## src/hw/rtl/sha_pkg.sv

```systemverilog
// SHA-256 hasher package: types, round constants, a rotate helper function.
package sha_pkg;

    // Front-to-back command word.
    typedef struct packed {
        logic [7:0] data_byte;
        logic       has_byte;
        logic       end_of_message;
    } t_cmd;

    typedef enum logic [2:0] {
        ST_IDLE,
        ST_ROUND,
        ST_ADD,
        ST_PAD,
        ST_EMIT
    } t_state;

    localparam logic [31:0] C_INIT_HASH [8] = '{
        32'h6a09e667, 32'hbb67ae85, 32'h3c6ef372, 32'ha54ff53a,
        32'h510e527f, 32'h9b05688c, 32'h1f83d9ab, 32'h5be0cd19
    };

    localparam logic [31:0] C_ROUND_K [64] = '{
        32'h428a2f98, 32'h71374491, 32'hb5c0fbcf, 32'he9b5dba5,
        32'h3956c25b, 32'h59f111f1, 32'h923f82a4, 32'hab1c5ed5,
        32'hd807aa98, 32'h12835b01, 32'h243185be, 32'h550c7dc3,
        32'h72be5d74, 32'h80deb1fe, 32'h9bdc06a7, 32'hc19bf174,
        32'he49b69c1, 32'hefbe4786, 32'h0fc19dc6, 32'h240ca1cc,
        32'h2de92c6f, 32'h4a7484aa, 32'h5cb0a9dc, 32'h76f988da,
        32'h983e5152, 32'ha831c66d, 32'hb00327c8, 32'hbf597fc7,
        32'hc6e00bf3, 32'hd5a79147, 32'h06ca6351, 32'h14292967,
        32'h27b70a85, 32'h2e1b2138, 32'h4d2c6dfc, 32'h53380d13,
        32'h650a7354, 32'h766a0abb, 32'h81c2c92e, 32'h92722c85,
        32'ha2bfe8a1, 32'ha81a664b, 32'hc24b8b70, 32'hc76c51a3,
        32'hd192e819, 32'hd6990624, 32'hf40e3585, 32'h106aa070,
        32'h19a4c116, 32'h1e376c08, 32'h2748774c, 32'h34b0bcb5,
        32'h391c0cb3, 32'h4ed8aa4a, 32'h5b9cca4f, 32'h682e6ff3,
        32'h748f82ee, 32'h78a5636f, 32'h84c87814, 32'h8cc70208,
        32'h90befffa, 32'ha4506ceb, 32'hbef9a3f7, 32'hc67178f2
    };

    localparam logic [7:0] C_PAD_BYTE = 8'h80;

    function automatic logic [31:0] ror(input logic [31:0] v, input int s);
        ror = (v >> s) | (v << (32 - s));
    endfunction

endpackage

```

## src/hw/rtl/sha_front.sv

```systemverilog
// Front end: input word capture and two-entry command queue.
module sha_front (
    input  logic           i_clk,
    input  logic           i_rst_n,
    input  logic           i_valid,
    output logic           o_ready,
    input  sha_pkg::t_cmd  i_cmd,
    output logic           o_valid,
    input  logic           i_ready,
    output sha_pkg::t_cmd  o_cmd
);
    sha_pkg::t_cmd r_mem [2];
    logic          r_wp, r_rp;
    logic [1:0]    r_cnt;
    logic          w_push, w_pop;

    assign o_ready = (r_cnt != 2'd2);
    assign o_valid = (r_cnt != 2'd0);
    assign o_cmd   = r_mem[r_rp];
    assign w_push  = i_valid && o_ready;
    assign w_pop   = o_valid && i_ready;

    always_ff @(posedge i_clk) begin
        if (w_push) begin
            r_mem[r_wp] <= i_cmd;
        end
        if (!i_rst_n) begin
            r_wp  <= 1'b0;
            r_rp  <= 1'b0;
            r_cnt <= 2'd0;
        end else begin
            if (w_push) r_wp <= ~r_wp;
            if (w_pop)  r_rp <= ~r_rp;
            r_cnt <= r_cnt + {1'b0, w_push} - {1'b0, w_pop};
        end
    end
endmodule

```

## src/hw/rtl/sha_core.sv

```systemverilog
// Back end: block packing, padding, 64-round compression, digest output.
module sha_core (
    input  logic           i_clk,
    input  logic           i_rst_n,
    input  logic           i_valid,
    output logic           o_ready,
    input  sha_pkg::t_cmd  i_cmd,
    output logic           o_valid,
    input  logic           i_ready,
    output logic [31:0]    o_word,
    output logic [2:0]     o_index,
    output logic           o_last
);
    sha_pkg::t_state r_state, n_state;
    logic [31:0] r_h [8];
    logic [31:0] r_v [8];
    logic [31:0] r_w [16];
    logic [5:0]  r_pos;
    logic [63:0] r_bits;
    logic [5:0]  r_rnd;
    logic [2:0]  r_idx;
    logic        r_fin;     // compression belongs to the end of a message
    logic        r_lenblk;  // current compression is the length block
    logic        r_mark;    // 0x80 marker still to be written

    logic        w_take;
    logic        w_round_last;
    logic [31:0] w_t1, w_t2, w_s0, w_s1, w_wnew;
    logic [3:0]  w_wi;
    logic [1:0]  w_sh;
    logic [31:0] w_cur, w_mask, w_ins;
    logic [7:0]  w_byte;
    logic        w_pad_full;

    assign w_take       = (r_state == sha_pkg::ST_IDLE) && i_valid;
    assign o_ready      = (r_state == sha_pkg::ST_IDLE);
    assign w_round_last = (r_rnd == 6'd63);

    // round datapath
    assign w_t1 = r_v[7] + (sha_pkg::ror(r_v[4], 6) ^ sha_pkg::ror(r_v[4], 11)
                  ^ sha_pkg::ror(r_v[4], 25))
                  + ((r_v[4] & r_v[5]) ^ (~r_v[4] & r_v[6]))
                  + sha_pkg::C_ROUND_K[r_rnd] + r_w[0];
    assign w_t2 = (sha_pkg::ror(r_v[0], 2) ^ sha_pkg::ror(r_v[0], 13)
                  ^ sha_pkg::ror(r_v[0], 22))
                  + ((r_v[0] & r_v[1]) ^ (r_v[0] & r_v[2]) ^ (r_v[1] & r_v[2]));
    // schedule as a 16-word shift line
    assign w_s0 = sha_pkg::ror(r_w[1], 7) ^ sha_pkg::ror(r_w[1], 18) ^ (r_w[1] >> 3);
    assign w_s1 = sha_pkg::ror(r_w[14], 17) ^ sha_pkg::ror(r_w[14], 19) ^ (r_w[14] >> 10);
    assign w_wnew = r_w[0] + w_s0 + r_w[9] + w_s1;

    // byte insertion (message byte in IDLE, marker/zero bytes in PAD)
    assign w_wi   = r_pos[5:2];
    assign w_sh   = 2'd3 - r_pos[1:0];
    assign w_cur  = r_w[w_wi];
    assign w_mask = ~(32'hFF << {w_sh, 3'b000});
    assign w_byte = (r_state == sha_pkg::ST_IDLE) ? i_cmd.data_byte :
                    (r_mark ? sha_pkg::C_PAD_BYTE : 8'h00);
    assign w_ins  = (w_cur & w_mask) | ({24'h0, w_byte} << {w_sh, 3'b000});
    assign w_pad_full = (r_pos == 6'd56) && !r_mark;

    always_comb begin
        n_state = r_state;
        case (r_state)
            sha_pkg::ST_IDLE: begin
                if (w_take) begin
                    if (i_cmd.has_byte && r_pos == 6'd63) n_state = sha_pkg::ST_ROUND;
                    else if (i_cmd.end_of_message)       n_state = sha_pkg::ST_PAD;
                end
            end
            sha_pkg::ST_ROUND: if (w_round_last) n_state = sha_pkg::ST_ADD;
            sha_pkg::ST_ADD: begin
                if (r_lenblk)   n_state = sha_pkg::ST_EMIT;
                else if (r_fin) n_state = sha_pkg::ST_PAD;
                else            n_state = sha_pkg::ST_IDLE;
            end
            sha_pkg::ST_PAD: begin
                if (r_pos == 6'd63 || w_pad_full) n_state = sha_pkg::ST_ROUND;
            end
            sha_pkg::ST_EMIT: begin
                if (i_ready && r_idx == 3'd7) n_state = sha_pkg::ST_IDLE;
            end
            default: n_state = sha_pkg::ST_IDLE;
        endcase
    end

    always_comb begin
        o_valid = (r_state == sha_pkg::ST_EMIT);
        o_word  = r_h[r_idx];
        o_index = r_idx;
        o_last  = (r_idx == 3'd7);
    end

    always_ff @(posedge i_clk) begin
        // payload: block words and working variables
        case (r_state)
            sha_pkg::ST_IDLE: begin
                if (w_take && i_cmd.has_byte) r_w[w_wi] <= w_ins;
                for (int k = 0; k < 8; k++) r_v[k] <= r_h[k];
            end
            sha_pkg::ST_PAD: begin
                if (w_pad_full) begin
                    r_w[14] <= r_bits[63:32];
                    r_w[15] <= r_bits[31:0];
                end else begin
                    r_w[w_wi] <= w_ins;
                end
                for (int k = 0; k < 8; k++) r_v[k] <= r_h[k];
            end
            sha_pkg::ST_ROUND: begin
                for (int k = 0; k < 15; k++) r_w[k] <= r_w[k+1];
                r_w[15] <= w_wnew;
                r_v[7] <= r_v[6];
                r_v[6] <= r_v[5];
                r_v[5] <= r_v[4];
                r_v[4] <= r_v[3] + w_t1;
                r_v[3] <= r_v[2];
                r_v[2] <= r_v[1];
                r_v[1] <= r_v[0];
                r_v[0] <= w_t1 + w_t2;
            end
            default: ;
        endcase

        if (!i_rst_n) begin
            r_state  <= sha_pkg::ST_IDLE;
            for (int k = 0; k < 8; k++) r_h[k] <= sha_pkg::C_INIT_HASH[k];
            r_pos    <= 6'd0;
            r_bits   <= 64'd0;
            r_rnd    <= 6'd0;
            r_idx    <= 3'd0;
            r_fin    <= 1'b0;
            r_lenblk <= 1'b0;
            r_mark   <= 1'b0;
        end else begin
            r_state <= n_state;
            case (r_state)
                sha_pkg::ST_IDLE: begin
                    if (w_take) begin
                        r_fin    <= i_cmd.end_of_message;
                        r_mark   <= i_cmd.end_of_message;
                        r_lenblk <= 1'b0;
                        if (i_cmd.has_byte) begin
                            r_pos  <= r_pos + 6'd1;
                            r_bits <= r_bits + 64'd8;
                        end
                    end
                end
                sha_pkg::ST_ROUND: r_rnd <= r_rnd + 6'd1;
                sha_pkg::ST_ADD: begin
                    for (int k = 0; k < 8; k++) r_h[k] <= r_h[k] + r_v[k];
                end
                sha_pkg::ST_PAD: begin
                    if (w_pad_full) begin
                        r_pos    <= 6'd0;
                        r_lenblk <= 1'b1;
                    end else begin
                        r_pos  <= r_pos + 6'd1;
                        r_mark <= 1'b0;
                    end
                end
                sha_pkg::ST_EMIT: begin
                    if (i_ready) begin
                        r_idx <= r_idx + 3'd1;
                        if (r_idx == 3'd7) begin
                            for (int k = 0; k < 8; k++) r_h[k] <= sha_pkg::C_INIT_HASH[k];
                            r_bits <= 64'd0;
                            r_fin  <= 1'b0;
                        end
                    end
                end
                default: ;
            endcase
        end
    end
endmodule

```

## src/hw/rtl/sha256_message_hasher_unit.sv

```systemverilog
// Top level of the SHA-256 message hasher.
//
//  channel | dir | fields (tdata / tuser, low bit up)
//  s_axis  | in  | tdata[7:0] data_byte; tuser[0] has_byte; tlast end_of_message
//  m_axis  | out | tdata[31:0] digest_word; tuser[2:0] word_index; tlast last_word
//
// A byte word is written into the block when taken; a full block then runs
// 64 rounds and an add step on the single round unit. The end word pads one byte
// per cycle, compresses one or two blocks, then gives eight digest words.
// Reset is synchronous and active low and restores the initial hash.
// A two-entry queue decouples intake from the core; a stall on the output
// holds the core in its emit state.
module sha256_message_hasher_unit (
    input  logic        i_clk,
    input  logic        i_rst_n,
    input  logic        s_axis_tvalid,
    output logic        s_axis_tready,
    input  logic [7:0]  s_axis_tdata,   // data_byte
    input  logic        s_axis_tuser,   // has_byte
    input  logic        s_axis_tlast,   // end_of_message
    output logic        m_axis_tvalid,
    input  logic        m_axis_tready,
    output logic [31:0] m_axis_tdata,   // digest_word
    output logic [2:0]  m_axis_tuser,   // word_index
    output logic        m_axis_tlast    // last_word
);
    sha_pkg::t_cmd w_in_cmd, w_q_cmd;
    logic          w_q_valid, w_core_ready;

    assign w_in_cmd = '{data_byte: s_axis_tdata, has_byte: s_axis_tuser,
                        end_of_message: s_axis_tlast};

    sha_front u_front (
        .i_clk   (i_clk),
        .i_rst_n (i_rst_n),
        .i_valid (s_axis_tvalid),
        .o_ready (s_axis_tready),
        .i_cmd   (w_in_cmd),
        .o_valid (w_q_valid),
        .i_ready (w_core_ready),
        .o_cmd   (w_q_cmd)
    );

    // The core appends the 0x80 marker itself when it starts padding.
    sha_core u_core (
        .i_clk   (i_clk),
        .i_rst_n (i_rst_n),
        .i_valid (w_q_valid),
        .o_ready (w_core_ready),
        .i_cmd   (w_q_cmd),
        .o_valid (m_axis_tvalid),
        .i_ready (m_axis_tready),
        .o_word  (m_axis_tdata),
        .o_index (m_axis_tuser),
        .o_last  (m_axis_tlast)
    );
endmodule

```

## config.mk

```make
export PLATFORM = sky130hd
export DESIGN_NAME = sha256_message_hasher_unit
export DESIGN_NICKNAME = d
export VERILOG_FILES = /design/src/hw/rtl/sha_pkg.sv /design/src/hw/rtl/sha_front.sv /design/src/hw/rtl/sha_core.sv /design/src/hw/rtl/sha256_message_hasher_unit.sv
export SDC_FILE = /design/constraint.sdc
export NUM_CORES = 2
export LEC_CHECK = 0
export ABC_AREA = 1
export BUFFER_PORTS_ARGS = -buffer_cell sky130_fd_sc_hd__buf_2
export CAP_MARGIN = 5
export CORE_MARGIN = 2
export CORE_UTILIZATION = 40
export CTS_CLUSTER_DIAMETER = 40
export CTS_CLUSTER_SIZE = 8
export DETAILED_ROUTE_END_ITERATION = 12
export GPL_TIMING_DRIVEN = 0
export PLACE_DENSITY_LB_ADDON = 0.12
export SETUP_SLACK_MARGIN = 0.4
export SLEW_MARGIN = 20
export SYNTH_ARGS = -nofsm -noshare
export SYNTH_HDL_FRONTEND = slang
export SYNTH_HIERARCHICAL = 1
export SYNTH_SLANG_ARGS = --single-unit
```

## constraint.sdc

```tcl
create_clock -name i_clk -period 7.84 [get_ports i_clk]
set_input_delay 1.568 -clock i_clk [delete_from_list [all_inputs] [get_ports i_clk]]
set_output_delay 1.568 -clock i_clk [all_outputs]
set_load 0.01 [all_outputs]
```

==> impl_metrics.toml <==
[worst_setup_path]
critPathMaxFanout = 13
crit_end = "u_core/r_v[0][30]$_DFFE_PP_"
cpPeakStageDelay_ns = 0.49
arrival_ns = 8.30
ff2ff_setup_slack_ns = 0.18
rr_endpoint = "u_core/r_v[0][30]$_DFFE_PP_"
timing.critical_path.required_ns = 8.48
start_kind = "flip-flop"
reg2regPathDepth = 32
endpoint_kind = "flip-flop"
cp_slowest_cell = "fa_1"
worstReg2RegStart = "u_core/r_rnd[2]$_SDFFE_PN0P_"
cp-startpoint = "u_core/r_rnd[2]$_SDFFE_PN0P_"
path_class = "reg2reg"

[finish]
multiInputGateArea_mm2 = 0.0489
fillers = 21000
layout_commonest_cell = "nand2_1"
finalInstanceArea_mm2 = 0.104
area_growth_pct = 22.4
final-seq-area_mm2 = 0.0320
nNetsFinal = 12200
final_cell_mix = "nand2_1, inv_1, o21ai_0, a21oi_1, edfxtp_1"
drive_gt1_share_pct = 12.7

[cts]
cts.reportedPaths.clkPinSlew_ns = 0.05
clockRootBuffer = "clkbuf_16"
clock_latency_ns = 0.97
clock-sinks = 1138
htreeDepth = 5
clock_path_buffers = 4
hold_buffers = 0
cts_buffers = 279
cts_tree = "built"

[die]
rows = 169
core_mm2 = 0.211
start_util_pct = 40.1
die_w_um = 465
num_io_pins = 52
die_h_um = 465
die-area_mm2 = 0.216

[routing]
dr.pass1.iters = 8
antenna_left = 0
vias = 89300
via_per_inst = 6.12
routed_wl_um = 488000
drc = 0
wire_per_inst_um = 33.4
first_iter_violations = 12700

[global_route]
grt_busiest_layer = "met2"
grt-ovfl-total = 0
use_met1_pct = 54.0
grt_pass1_vias = 83800
use_met3_pct = 10.9
grt_use_total_pct = 43.8
grt_pass1_wl_um = 661000
antenna_found_initial = 37
use_met2_pct = 65.2
grt_max_degree = 52

[synthesis]
synth-seq-area-share_pct = 37.7
ys.flop_type = "edfxtp_1"
synth_area_mm2 = 0.0848
synth_cell_types = 71
yosysWarnings = 6
synth-edff-count = 916
avgSynthCellArea_um2 = 7.69
syn_inst = 11000
synth_nets = 11600
yosys_register_bits = 1138
synthArstFlopShare_pct = 0

[timing]
setup_violations = 0
relSlewSlack_pct = 8.24
max_freq_mhz = 130
rsz0062_at_grt = "yes"
worst_pin_slew_ns = 1.36
min_period_ns = 7.66
setup_tns_ns = 0
fin_skew_ns = 0.0925
worst_slack_ns = 0.176
drv_slew = 0
fin_hold_ws_ns = 0.470
finalCritPeriodShare_pct = 97.8
hold_violations = 0

[place]
placed_area_mm2 = 0.0902
gp_congestion = 1.09
pre_cts_ws_ns = -3.23
io_buffers = 51
hpwl_um = 393000

[flow_run]
drv_cap = 0

[status]
outcome = "complete, no violations"

[worst_hold_path]
hp-class = "reg2reg"
-- synth_stat cells, types with 22 or more instances --
cell / n / area share [%]
dfxtp_1: 222 / 5.2
o22ai_1: 35 / 0.26
xnor2_1: 177 / 1.8
inv_1: 1414 / 6.3
clkbuf_1: 322 / 1.4
a21o_1: 66 / 0.58
o211ai_1: 62 / 0.55
nor2_1: 702 / 3.1
buf_1: 40 / 0.18
o221ai_1: 22 / 0.23
nand4_1: 86 / 0.63
edfxtp_1: 916 / 32
a21boi_0: 26 / 0.23
o311ai_0: 24 / 0.25
nand3b_1: 23 / 0.20
or2_2: 48 / 0.35
o21bai_1: 52 / 0.46
ha_1: 402 / 5.9
buf_6: 24 / 0.32
xor2_1: 219 / 2.3
a31oi_1: 84 / 0.62
a21oi_1: 992 / 5.9
nand3_1: 613 / 3.6
buf_2: 90 / 0.53
nand2_1: 2401 / 11
nor3_1: 110 / 0.65
o21ai_0: 1389 / 8.2
nor4_1: 29 / 0.21
o21ai_1: 29 / 0.17
o21a_1: 32 / 0.28
fa_1: 195 / 4.6
-- cells by family after synthesis --
logic type / Yosys count / share of synthesized area [%]
AO/OA/AOI/OAI: 2923 / 18.8
XOR/XNOR: 396 / 4.09
adder cells (fa/ha/maj): 597 / 10.5
buffers and inverters: 1910 / 8.82
flip-flops: 1138 / 37.7
multiplexers: 10 / 0.177
AND/OR/NAND/NOR: 4057 / 19.9
-- how the worst min path moves through the flow --
stage	from	end	slack (ns)	cells after the start
floorplan	u_core/r_lenblk$_SDFFE_PN0P_	u_core/r_state[2]$_SDFFE_PN0P_	0.44	2
global placement	u_core/r_lenblk$_SDFFE_PN0P_	u_core/r_state[2]$_SDFFE_PN0P_	0.45	2
detailed placement	u_core/r_lenblk$_SDFFE_PN0P_	u_core/r_state[2]$_SDFFE_PN0P_	0.46	2
CTS	u_core/r_lenblk$_SDFFE_PN0P_	u_core/r_state[2]$_SDFFE_PN0P_	0.47	2
global route	u_core/r_bits[61]$_SDFFE_PN0P_	u_core/r_bits[61]$_SDFFE_PN0P_	0.50	2
finish	u_core/r_lenblk$_SDFFE_PN0P_	u_core/r_state[2]$_SDFFE_PN0P_	0.47	2
-- timing repair --
| action | in CTS | in global routing |
|---|---|---|
| gates resized for setup | 632 | 214 |
| buffers inserted | 106 | 35 |
| endpoints found under the setup margin | 58 | 39 |
| pin swaps | 154 | 104 |
| cloned | 0 | 0 |
-- layout make-up --
cell class                      count  share of cell area [%]
Antenna cell                       18                  0.0434
Multi-Input combinational cell   7983                    47.0
Sequential cell                  1138                    30.8
Buffer                            482                    2.23
Inverter                         1428                    5.20
Tap cell                         2821                    3.40
Timing Repair Buffer              247                    2.61
Clock inverter                    143                    1.50
Clock buffer                      337                    7.18
-- registers in the layout, summed over array words and instances, names as in the netlist, 2 cells and up, named ones only --
register / cells
u_core/r_v: 256
u_core/r_rnd: 6
u_core/r_bits: 61
u_core/r_h: 256
u_front/r_cnt: 2
u_core/r_pos: 6
u_core/r_w: 512
u_core/o_index: 3
u_front/r_mem: 20
u_core/r_state: 3
-- critical path: cells and delay by family (launching register included) --
kind / cells / cell delay (ns)
AO/OA/AOI/OAI: 8 / 1.73
XOR/XNOR: 1 / 0.20
adder cells (fa/ha/maj): 7 / 2.86
buffers and inverters: 8 / 1.11
flip-flops: 1 / 0.39
AND/OR/NAND/NOR: 8 / 1.04
-- per-stage QoR --
step	util, %	instances
2_1_floorplan	-	11000
3_3_place_gp	41.9	13900
4_1_cts	48.5	14500
6_report	49.1	14600
5_1_grt	49.1	14600
3_5_place_dp	42.6	14000
-- layer usage --
metal / vias to the layer above / wire length, um
li1: 38500 / -
met1: 43400 / 182000
met2: 5929 / 205000
met3: 1555 / 53100
met4: 24 / 47300
met5: - / 161
Power is left out: the tool's default activity adds up to more than one toggle a clock period on the data nets, which glitch-free logic cannot reach.
